### src/rtl/core/fsmpq_pkg.sv
// Shared types and constants of the arrival-ordered min priority queue.
// No dependencies; imported by the controller, datapath and top level.
package fsmpq_pkg;

   // Queue geometry and field widths
   localparam int CAPACITY     = 8;
   localparam int KEY_BITS     = 16;
   localparam int PAYLOAD_BITS = 32;
   localparam int IDX_W        = $clog2(CAPACITY);
   localparam int CNT_W        = $clog2(CAPACITY + 1);
   localparam int STATUS_W     = 2;

   // Minimum-search tree geometry: levels and leaf count padded to a power of two
   localparam int TREE_LVLS = (IDX_W < 1) ? 1 : IDX_W;
   localparam int TREE_PAD  = 1 << TREE_LVLS;

   // Stream payload widths, rounded up to whole bytes
   localparam int REQ_DATA_W = ((KEY_BITS + PAYLOAD_BITS + 7) / 8) * 8;
   localparam int RSP_DATA_W = ((STATUS_W + KEY_BITS + PAYLOAD_BITS + CNT_W + 7) / 8) * 8;

   // Request kind carried on tuser
   typedef enum logic {
      ACT_INSERT  = 1'b0,
      ACT_EXTRACT = 1'b1
   } action_type;

   // Response status codes
   typedef enum logic [STATUS_W-1:0] {
      ST_INSERTED  = 2'd0,
      ST_EXTRACTED = 2'd1,
      ST_FULL      = 2'd2,
      ST_EMPTY     = 2'd3
   } status_type;

   // Controller to datapath commands
   typedef struct packed {
      logic load_req;    // capture a new request
      logic latch_best;  // register the oldest-minimum position
      logic commit;      // update storage and load the response
   } cmd_type;

endpackage

### src/rtl/core/fsmpq_ctrl.sv
// Sequencer of the priority queue: accept, search, update, response valid.
// Depends on fsmpq_pkg; drives the datapath through cmd_type.
module fsmpq_ctrl (
   input  logic              clock,
   input  logic              reset,
   input  logic              req_tvalid,
   output logic              req_tready,
   output logic              rsp_tvalid,
   input  logic              rsp_tready,
   output fsmpq_pkg::cmd_type cmd
);
   import fsmpq_pkg::*;

   typedef enum logic [2:0] {
      ST_IDLE   = 3'b001,
      ST_SEARCH = 3'b010,
      ST_UPDATE = 3'b100
   } state_type;

   state_type state_ff, state_in;
   logic      rsp_valid_ff, rsp_valid_in;
   logic      commit;
   logic      accept;

   // update finishes once the response slot is free
   assign commit     = (state_ff == ST_UPDATE) && (!rsp_valid_ff || rsp_tready);
   assign req_tready = (state_ff == ST_IDLE) || commit;
   assign accept     = req_tvalid && req_tready;
   assign rsp_tvalid = rsp_valid_ff;

   assign cmd.load_req   = accept;
   assign cmd.latch_best = (state_ff == ST_SEARCH);
   assign cmd.commit     = commit;

   // next state
   always_comb begin
      state_in = state_ff;
      unique case (state_ff)
         ST_IDLE: begin
            if (accept) state_in = ST_SEARCH;
         end
         ST_SEARCH: begin
            state_in = ST_UPDATE;
         end
         ST_UPDATE: begin
            if (commit) state_in = accept ? ST_SEARCH : ST_IDLE;
         end
         default: begin
            state_in = ST_IDLE;
         end
      endcase
   end

   // response valid flag
   always_comb begin
      priority if (commit) rsp_valid_in = 1'b1;
      else if (rsp_tready) rsp_valid_in = 1'b0;
      else                 rsp_valid_in = rsp_valid_ff;
   end

   always_ff @(posedge clock) begin
      if (reset) begin
         state_ff     <= ST_IDLE;
         rsp_valid_ff <= 1'b0;
      end else begin
         state_ff     <= state_in;
         rsp_valid_ff <= rsp_valid_in;
      end
   end

   // an accepted request always enters the search cycle
   a_accept_to_search: assert property (@(posedge clock) disable iff (reset)
      accept |=> state_ff == ST_SEARCH)
      else $error("accepted request did not start a search");

   // search is always followed by update
   a_search_to_update: assert property (@(posedge clock) disable iff (reset)
      state_ff == ST_SEARCH |=> state_ff == ST_UPDATE)
      else $error("search did not move to update");

   // a commit always leaves a response on the output
   a_commit_gives_rsp: assert property (@(posedge clock) disable iff (reset)
      commit |=> rsp_valid_ff)
      else $error("commit without response");

endmodule

### src/rtl/core/fsmpq_dp.sv
// Datapath of the priority queue: arrival-ordered entry registers, minimum
// search tree, shift/append update and response register. Uses fsmpq_pkg.
module fsmpq_dp (
   input  logic                               clock,
   input  logic                               reset,
   input  fsmpq_pkg::cmd_type                 cmd,
   input  logic                               req_action,
   input  logic [fsmpq_pkg::KEY_BITS-1:0]     req_key,
   input  logic [fsmpq_pkg::PAYLOAD_BITS-1:0] req_payload,
   output logic [fsmpq_pkg::STATUS_W-1:0]     rsp_status,
   output logic [fsmpq_pkg::KEY_BITS-1:0]     rsp_out_key,
   output logic [fsmpq_pkg::PAYLOAD_BITS-1:0] rsp_out_payload,
   output logic [fsmpq_pkg::CNT_W-1:0]        rsp_occupancy
);
   import fsmpq_pkg::*;

   // captured request
   logic                    req_action_ff;
   logic [KEY_BITS-1:0]     req_key_ff;
   logic [PAYLOAD_BITS-1:0] req_payload_ff;

   // entries, position 0 holds the oldest
   logic [KEY_BITS-1:0]     key_ff [CAPACITY];
   logic [KEY_BITS-1:0]     key_in [CAPACITY];
   logic [PAYLOAD_BITS-1:0] pay_ff [CAPACITY];
   logic [PAYLOAD_BITS-1:0] pay_in [CAPACITY];
   logic [CNT_W-1:0]        count_ff, count_in;
   logic [IDX_W-1:0]        best_ff;

   // response register
   logic [STATUS_W-1:0]     rsp_status_ff, rsp_status_in;
   logic [KEY_BITS-1:0]     rsp_key_ff, rsp_key_in;
   logic [PAYLOAD_BITS-1:0] rsp_pay_ff, rsp_pay_in;
   logic [CNT_W-1:0]        rsp_occ_ff;

   // minimum search tree
   logic [KEY_BITS-1:0] t_key [TREE_LVLS+1][TREE_PAD];
   logic [IDX_W-1:0]    t_idx [TREE_LVLS+1][TREE_PAD];
   logic                t_vld [TREE_LVLS+1][TREE_PAD];

   logic full;
   logic empty;
   logic is_extract;

   assign full       = (count_ff == CNT_W'(CAPACITY));
   assign empty      = (count_ff == '0);
   assign is_extract = (req_action_ff == ACT_EXTRACT);

   // pairwise tree; the left (older) leaf wins on equal keys
   always_comb begin
      for (int l = 0; l <= TREE_LVLS; l++) begin
         for (int n = 0; n < TREE_PAD; n++) begin
            t_key[l][n] = '0;
            t_idx[l][n] = '0;
            t_vld[l][n] = 1'b0;
         end
      end
      for (int n = 0; n < CAPACITY; n++) begin
         t_key[0][n] = key_ff[n];
         t_idx[0][n] = IDX_W'(n);
         t_vld[0][n] = (CNT_W'(n) < count_ff);
      end
      for (int l = 0; l < TREE_LVLS; l++) begin
         for (int n = 0; n < (TREE_PAD >> (l + 1)); n++) begin
            if (t_vld[l][2*n+1] &&
                (!t_vld[l][2*n] || (t_key[l][2*n+1] < t_key[l][2*n]))) begin
               t_key[l+1][n] = t_key[l][2*n+1];
               t_idx[l+1][n] = t_idx[l][2*n+1];
            end else begin
               t_key[l+1][n] = t_key[l][2*n];
               t_idx[l+1][n] = t_idx[l][2*n];
            end
            t_vld[l+1][n] = t_vld[l][2*n] || t_vld[l][2*n+1];
         end
      end
   end

   // storage update and response values
   always_comb begin
      key_in        = key_ff;
      pay_in        = pay_ff;
      count_in      = count_ff;
      rsp_status_in = ST_INSERTED;
      rsp_key_in    = '0;
      rsp_pay_in    = '0;
      if (!is_extract) begin
         if (full) begin
            rsp_status_in = ST_FULL;
         end else begin
            key_in[count_ff[IDX_W-1:0]] = req_key_ff;
            pay_in[count_ff[IDX_W-1:0]] = req_payload_ff;
            count_in                    = count_ff + 1'b1;
         end
      end else if (empty) begin
         rsp_status_in = ST_EMPTY;
      end else begin
         rsp_status_in = ST_EXTRACTED;
         rsp_key_in    = key_ff[best_ff];
         rsp_pay_in    = pay_ff[best_ff];
         // entries behind the removed one close the gap
         for (int i = 0; i < CAPACITY - 1; i++) begin
            if (IDX_W'(i) >= best_ff) begin
               key_in[i] = key_ff[i+1];
               pay_in[i] = pay_ff[i+1];
            end
         end
         count_in = count_ff - 1'b1;
      end
   end

   // control state
   always_ff @(posedge clock) begin
      if (reset) begin
         count_ff <= '0;
      end else if (cmd.commit) begin
         count_ff <= count_in;
      end
   end

   // payload registers
   always_ff @(posedge clock) begin
      if (cmd.load_req) begin
         req_action_ff  <= req_action;
         req_key_ff     <= req_key;
         req_payload_ff <= req_payload;
      end
      if (cmd.latch_best) begin
         best_ff <= t_idx[TREE_LVLS][0];
      end
      if (cmd.commit) begin
         key_ff        <= key_in;
         pay_ff        <= pay_in;
         rsp_status_ff <= rsp_status_in;
         rsp_key_ff    <= rsp_key_in;
         rsp_pay_ff    <= rsp_pay_in;
         rsp_occ_ff    <= count_in;
      end
   end

   assign rsp_status      = rsp_status_ff;
   assign rsp_out_key     = rsp_key_ff;
   assign rsp_out_payload = rsp_pay_ff;
   assign rsp_occupancy   = rsp_occ_ff;

   a_count_bound: assert property (@(posedge clock) disable iff (reset)
      count_ff <= CNT_W'(CAPACITY))
      else $error("entry count above capacity");

   a_extract_count: assert property (@(posedge clock) disable iff (reset)
      cmd.commit && is_extract && !empty |=> count_ff == $past(count_ff) - 1'b1)
      else $error("extract did not drop the count by one");

   a_occupancy: assert property (@(posedge clock) disable iff (reset)
      cmd.commit |=> rsp_occ_ff == count_ff)
      else $error("reported occupancy differs from entry count");

endmodule

### src/rtl/core/fifo_stable_min_priority_queue.sv
// Top level of the arrival-ordered min priority queue (stream in, stream out).
// Depends on fsmpq_pkg, fsmpq_ctrl and fsmpq_dp.
//
//   channel | dir | tdata (low bit first)              | tuser
//   req     | in  | key, payload (48 bits)             | action
//   rsp     | out | status, out_key, out_payload,      | -
//           |     | occupancy, zero pad (56 bits)      |
//
// Every request gives one response, registered when the update commits: the search
// state latches the minimum-search compare tree result, the update state does the
// shift/append update. The next request is taken as the update commits.
// Reset clears the entry count; entry storage is not cleared.
// A response not taken holds the update, which then holds req_tready low.
module fifo_stable_min_priority_queue (
   input  logic                             clock,
   input  logic                             reset,
   input  logic                             req_tvalid,
   output logic                             req_tready,
   input  logic [fsmpq_pkg::REQ_DATA_W-1:0] req_tdata,  // key, payload
   input  logic                             req_tuser,  // action
   output logic                             rsp_tvalid,
   input  logic                             rsp_tready,
   output logic [fsmpq_pkg::RSP_DATA_W-1:0] rsp_tdata   // status, out_key, out_payload, occupancy
);
   import fsmpq_pkg::*;

   cmd_type                 cmd;
   logic [STATUS_W-1:0]     rsp_status;
   logic [KEY_BITS-1:0]     rsp_out_key;
   logic [PAYLOAD_BITS-1:0] rsp_out_payload;
   logic [CNT_W-1:0]        rsp_occupancy;

   fsmpq_ctrl u_ctrl (
      .clock      (clock),
      .reset      (reset),
      .req_tvalid (req_tvalid),
      .req_tready (req_tready),
      .rsp_tvalid (rsp_tvalid),
      .rsp_tready (rsp_tready),
      .cmd        (cmd)
   );

   fsmpq_dp u_dp (
      .clock           (clock),
      .reset           (reset),
      .cmd             (cmd),
      .req_action      (req_tuser),
      .req_key         (req_tdata[KEY_BITS-1:0]),
      .req_payload     (req_tdata[KEY_BITS +: PAYLOAD_BITS]),
      .rsp_status      (rsp_status),
      .rsp_out_key     (rsp_out_key),
      .rsp_out_payload (rsp_out_payload),
      .rsp_occupancy   (rsp_occupancy)
   );

   // pack response fields, zero filled to whole bytes
   assign rsp_tdata = RSP_DATA_W'({rsp_occupancy, rsp_out_payload, rsp_out_key, rsp_status});

endmodule
### config.mk
export PLATFORM = sky130hd
export DESIGN_NAME = fifo_stable_min_priority_queue
export DESIGN_NICKNAME = d
export VERILOG_FILES = /design/src/rtl/core/fsmpq_pkg.sv /design/src/rtl/core/fsmpq_ctrl.sv /design/src/rtl/core/fsmpq_dp.sv /design/src/rtl/core/fifo_stable_min_priority_queue.sv
export SDC_FILE = /design/constraint.sdc
export NUM_CORES = 1
export LEC_CHECK = 0
export ABC_AREA = 1
export BUFFER_PORTS_ARGS = -buffer_cell sky130_fd_sc_hd__buf_4
export CAP_MARGIN = 5
export CORE_MARGIN = 5
export CORE_UTILIZATION = 50
export DETAILED_ROUTE_END_ITERATION = 12
export HOLD_SLACK_MARGIN = 0.03
export PLACE_DENSITY = 0.67
export SYNTH_ARGS = -nofsm -noshare
export SYNTH_HDL_FRONTEND = slang
export SYNTH_SLANG_ARGS = --single-unit
### constraint.sdc
create_clock -name clock -period 14.22 [get_ports clock]
set_input_delay 2.133 -clock clock [delete_from_list [all_inputs] [get_ports clock]]
set_output_delay 2.133 -clock clock [all_outputs]
set_load 0.01 [all_outputs]
==> results.yml, run 1 <==
run_status:
  status: "completed"
place:
  dp_cells: 3429
  post-dp-hpwl_mm: 44.8
  pre_cts_slack_ps: 7590
  gp_congestion: 0.941
  dpl-instance-area_sq_mm: 0.0278
  port_buffers: 108
synthesis:
  netlist_area_sq_mm: 0.0266
  async_flop_share: 0
  synth_edf_count: 490
  ys_seq_area_frac: 0.560
  syn_inst: 2812
  yosysWarnings: 0
  synth-main-ff-cell: "edfxtp_1"
  synth.ff_latch_count: 498
  synth_cell_types: 34
  syn_avg_cell_area_sq_um: 9.45
grt:
  antenna_found_initial: 0
  grt_pass1_vias: 21000
  grt_max_degree: 249
  grt_pass1_wl_mm: 122
  grt_use_total: 0.267
  overflow: 0
floorplan:
  die_y_microns: 241
  die_area_sq_mm: 0.0579
  core_area_sq_mm: 0.0527
  start_util: 0.505
  std_cell_rows: 84
  die_w_microns: 241
  pin_count: 111
power:
  ir_drop_mv: 0.0977
  power.density_mw_per_mm2: 110
  p_leak_nw: 11.4
clock_network:
  cts_tree: "built"
  cts_buffers: 54
  postCtsSetupRepairBufs: 0
  cts-root-buf: "clkbuf_16"
  cts_hold_buffers: 0
  cts_resized: 0
  clock_tree.buffer_depth: 3
  clkSinkCount: 498
  cts_htree_levels: 2
  clk_latency_ps: 630
  clk_pin_slew_ps: 60
setup_path:
  cpMostUsedCell: "nand2_1"
  max_stage_delay_ps: 650
  r2r_slack_ps: 7500
  cp_data_arrival_time_ps: 7090
  crit_slowest_cell: "o21ai_0"
  cp-start-kind: "register"
  cp.required_ps: 14590
  regToRegStartpoint: "u_dp.key_ff[63]"
  worstSetupStartpoint: "u_dp.key_ff[63]"
  critPathMaxFanout: 31
  reg2reg_to: "u_dp.best_ff[0]"
  reg2reg_depth: 28
  endpoint_kind: "register"
  worst-setup-path-type: "register to register"
final_layout:
  final_common_cell: "o21ai_0"
  fin_nets: 2959
  layout.cells.non_filler: 3529
  final_cell_mix: "o21ai_0 (541), edfxtp_1 (490), nand2_1 (409)"
  antenna_cells: 0
  final_cell_area_sq_mm: 0.0296
  layout-drive-gt1-share: 0.0926
  area_delta_synth_final_pct: 11.5
sta:
  setup_viol: 0
  rsz0062_at_grt: "false"
  timing.final.crit_share: 0.472
  worst_pin_slew_ps: 1110
  drv_slew: 0
  finalHoldViolCount: 0
  fin_tns_setup_ps: 0
  fin_crit_ps: 6720
  clock_skew_ps: 23.9
  setup_slack_ps: 7500
  fmax_mhz: 149
  slew_headroom: 0.260
detailed_routing:
  first_pass_iters: 6
  routed_via_density: 6.28
  antenna_left: 0
  drc: 0
  drt_wl_total_mm: 80.3
  wl_per_cell_microns: 22.8
  vias: 22200
  drtIter0Drc: 2853
hold_path:
  hold_path_depth: 2
  worst_hold_path.endpoint: "u_dp.pay_ff[67]"
  holdCritPathClass: "register to register"
  hp-start: "u_dp.pay_ff[35]"
flow_run:
  cap_violations: 0
-- state kept, by name, indices dropped and copies added (netlist names), 2 cells and up --
| name | cells |
|---|---|
| u_dp.req_payload_ff | 32 |
| u_dp.rsp_out_key | 16 |
| u_dp.best_ff | 3 |
| u_dp.count_ff | 4 |
| u_dp.req_key_ff | 16 |
| u_dp.rsp_out_payload | 32 |
| u_dp.rsp_occupancy | 4 |
| u_dp.key_ff | 128 |
| u_dp.pay_ff | 256 |
| u_ctrl.state_ff | 3 |
| u_dp.rsp_status | 2 |
-- area by class of cell --
cell class | count | area [sq um]
Multi-Input combinational cell | 1825 | 9970
Fill cell | 4538 | 23000
Inverter | 279 | 1060
Timing Repair Buffer | 140 | 1080
Tap cell | 688 | 861
Clock inverter | 38 | 404
Clock buffer | 61 | 1380
Sequential cell | 498 | 14900
-- power by group --
| part | total [mW] | internal [mW] | switching, mW |
|---|---|---|---|
| sequential | 1.66 | 1.63 | 0.0313 |
| combinational | 0.160 | 0.0448 | 0.115 |
| clock | 1.43 | 0.826 | 0.606 |
| total | 3.25 | 2.50 | 0.752 |
-- layer usage --
metal | up-vias | global-route usage | wire length, microns
li1 | 10100 | - | -
met4 | 0 | 0.102 | 2970
met5 | - | 0 | 0
met2 | 1252 | 0.434 | 38000
met1 | 10700 | 0.371 | 32300
met3 | 200 | 0.0353 | 7080
-- critical path, delay by kind of cell (launching register included) --
kind	cells	cell delay, ps
compound gates	10	2750
fa+ha+maj	3	930
flops	1	380
simple gates	13	1690
buf+inv	2	710
-- through the flow --
stage / hold WS (ps) / utilization / total power, mW
global route: 560 / 0.563 / 3.34
detailed placement: 531 / 0.529 / 1.84
finish: 545 / 0.563 / 3.25
CTS: 547 / 0.563 / 3.26
floorplan: 424 / - / 1.78
global placement: 520 / 0.529 / 1.84
-- cells in the mapped netlist, types with 14 or more instances --
| library cell | instances | area share |
|---|---|---|
| inv_1 | 266 | 0.038 |
| edfxtp_1 | 490 | 0.55 |
| a32o_1 | 64 | 0.024 |
| a21oi_1 | 173 | 0.033 |
| o21ai_0 | 541 | 0.10 |
| nand3_1 | 312 | 0.059 |
| nand2_1 | 409 | 0.058 |
| ha_1 | 108 | 0.051 |
| buf_1 | 25 | 0.0035 |
| clkbuf_1 | 183 | 0.026 |
| nor3_1 | 14 | 0.0026 |
| a31oi_1 | 51 | 0.012 |
| o211ai_1 | 32 | 0.0090 |
| nor2_1 | 86 | 0.012 |
-- cell families (layout without fill, tap and decap cells) --
logic type                 count (synthesis)  after routing  share of synthesized area
buffers and inverters                    490            518                     0.0697
DFF                                      498            498                      0.560
xor gates and xnor gates                   2              2                   0.000659
AOI/OAI and AO/OA                        876            876                      0.184
other                                      1              2                   0.000141
and+or+nand+nor                          837            837                      0.135
adders and majority gates                108            108                     0.0508
-- worst max path at each step --
stage                           end  depth (start not counted)
detailed placement  u_dp.best_ff[0]                         27
floorplan           u_dp.key_ff[16]                          6
finish              u_dp.best_ff[0]                         28
global route        u_dp.best_ff[0]                         28
global placement    u_dp.best_ff[0]                         27
CTS                 u_dp.best_ff[0]                         27
No activity file was read; power rests on OpenSTA's default activity.
==> run 2, diff against run 1 <==
- clock period: 14.22 -> 6.9 ns (I/O delays scaled with it)
==> run 2 against run 1 <==
  * Cell count is 0.34% higher
  * Sequential power rose by 110%
  * Hold slack better by 0.52 ps
  * Critical path depth is 3 lower
  * Combinational power grew 100%
  * Largest power group unchanged
==> results.yml, run 2 (same netlist as run 1, synthesis figures left out) <==
setup_path:
  cpMostUsedCell: "nand2_1"
  worstSetupStartpoint: "u_dp.count_ff[0]"
  worst-setup-path-type: "register to register"
  cp_data_arrival_time_ps: 6460
  crit_slowest_cell: "nand2_1"
  critPathMaxFanout: 31
  cp-start-kind: "register"
  critPathBufInv: 2
  endpoint_kind: "register"
  crit_family: "compound AO/OA/AOI/OAI gates"
  cp.required_ps: 7250
  regToRegStartpoint: "u_dp.count_ff[0]"
  max_stage_delay_ps: 670
final_layout:
  layout.cells.non_filler: 3541
  multi_input_area_sq_mm: 0.00999
  final_cell_area_sq_mm: 0.0296
  ff_latch_area_sq_mm: 0.0149
  fin_nets: 2968
  largest_reg_flops: 256
  regMostFlops: "u_dp.pay_ff"
  final_cell_mix: "o21ai_0 (541), edfxtp_1 (490), nand2_1 (409)"
  area_delta_synth_final_pct: 11.5
  layout-drive-gt1-share: 0.0918
  final_common_cell: "o21ai_0"
  antenna_cells: 0
  largest_registers: "u_dp.pay_ff (256), u_dp.key_ff (128)"
  fillers: 4590
clock_network:
  clkSinkCount: 498
  cts_tree: "built"
  cts_resized: 0
  cts_htree_levels: 2
  clock_tree.buffer_depth: 3
  cts_buffers: 55
  cts-root-buf: "clkbuf_16"
  postCtsSetupRepairBufs: 0
  clk_pin_slew_ps: 60
  cts_hold_buffers: 0
  clk_latency_ps: 610
sta:
  drv_slew: 0
  clock_skew_ps: 19.0
  timing.final.crit_share: 0.885
  fin_tns_setup_ps: 0
  finalHoldViolCount: 0
  setup_viol: 0
  rsz0062_at_grt: "false"
  worst_pin_slew_ps: 1170
  slew_headroom: 0.219
  fin_crit_ps: 6110
  setup_slack_ps: 794
  fmax_mhz: 164
detailed_routing:
  drc: 0
  vias: 21900
  wl_per_cell_microns: 21.9
  drt_wl_total_mm: 77.6
  drtIter0Drc: 2869
  first_pass_iters: 6
  antenna_left: 0
  routed_via_density: 6.19
power:
  ir_drop_mv: 0.191
  p_leak_nw: 11.4
  power.density_mw_per_mm2: 223
  finalPower_mw: 6.62
hold_path:
  holdCritPathClass: "register to register"
  hp-start: "u_dp.pay_ff[42]"
place:
  port_buffers: 108
  dpl-instance-area_sq_mm: 0.0279
  post-dp-hpwl_mm: 44.9
  pre_cts_slack_ps: 941
  gp_congestion: 0.898
  dp_cells: 3438
floorplan:
  die_area_sq_mm: 0.0579
  core_area_sq_mm: 0.0527
  start_util: 0.505
  die_w_microns: 241
  die_y_microns: 241
  std_cell_rows: 84
  pin_count: 111
flow_run:
  cap_violations: 0
grt:
  grt_use_total: 0.260
  grt_pass1_wl_mm: 119
  grt_pass1_vias: 20900
  antenna_found_initial: 0
  grt_max_degree: 239
  overflow: 0
run_status:
  status: "completed"
-- run 2: layout make-up --
class	instances	area share
Clock inverter	30	0.00916
Inverter	279	0.0358
Timing Repair Buffer	148	0.0379
Multi-Input combinational cell	1825	0.337
Tap cell	688	0.0290
Clock buffer	73	0.0494
Sequential cell	498	0.502
-- run 2: per-stage QoR --
stage	utilization	hold WS [ps]
after floorplan	-	424
after detailed placement	0.530	531
after global routing	0.563	566
after global placement	0.530	520
final	0.563	546
after CTS	0.563	546
-- run 2: report_power, final --
| part | internal, mW | total, mW | leakage [nW] | switching (mW) |
|---|---|---|---|---|
| Combinational | 0.0925 | 0.327 | 5.99 | 0.235 |
| Clock | 1.67 | 2.87 | 0.847 | 1.20 |
| Sequential | 3.35 | 3.42 | 4.55 | 0.0667 |
| Total | 5.12 | 6.62 | 11.4 | 1.50 |
-- run 2: path summary, 6_finish.rpt --
kind | end | slack, ps | cells after the start
setup / recovery | u_dp.best_ff[0] | 790 | 25
setup reg to reg | u_dp.best_ff[0] | 790 | 25
hold / removal | u_dp.pay_ff[74] | 550 | 2
hold reg to reg | u_dp.pay_ff[74] | 550 | 2
-- run 2: worst min-delay path, stage by stage (launching register included) --
cell and delay, ps:
edfxtp_1 330, nand2_1 50, nand2_1 50
-- run 2: per-layer routing --
metal	vias up	part of all wire	track usage
li1	10100	-	-
met2	1139	0.47	0.427
met3	172	0.085	0.0329
met4	0	0.034	0.0916
met5	-	0	0
met1	10500	0.41	0.362
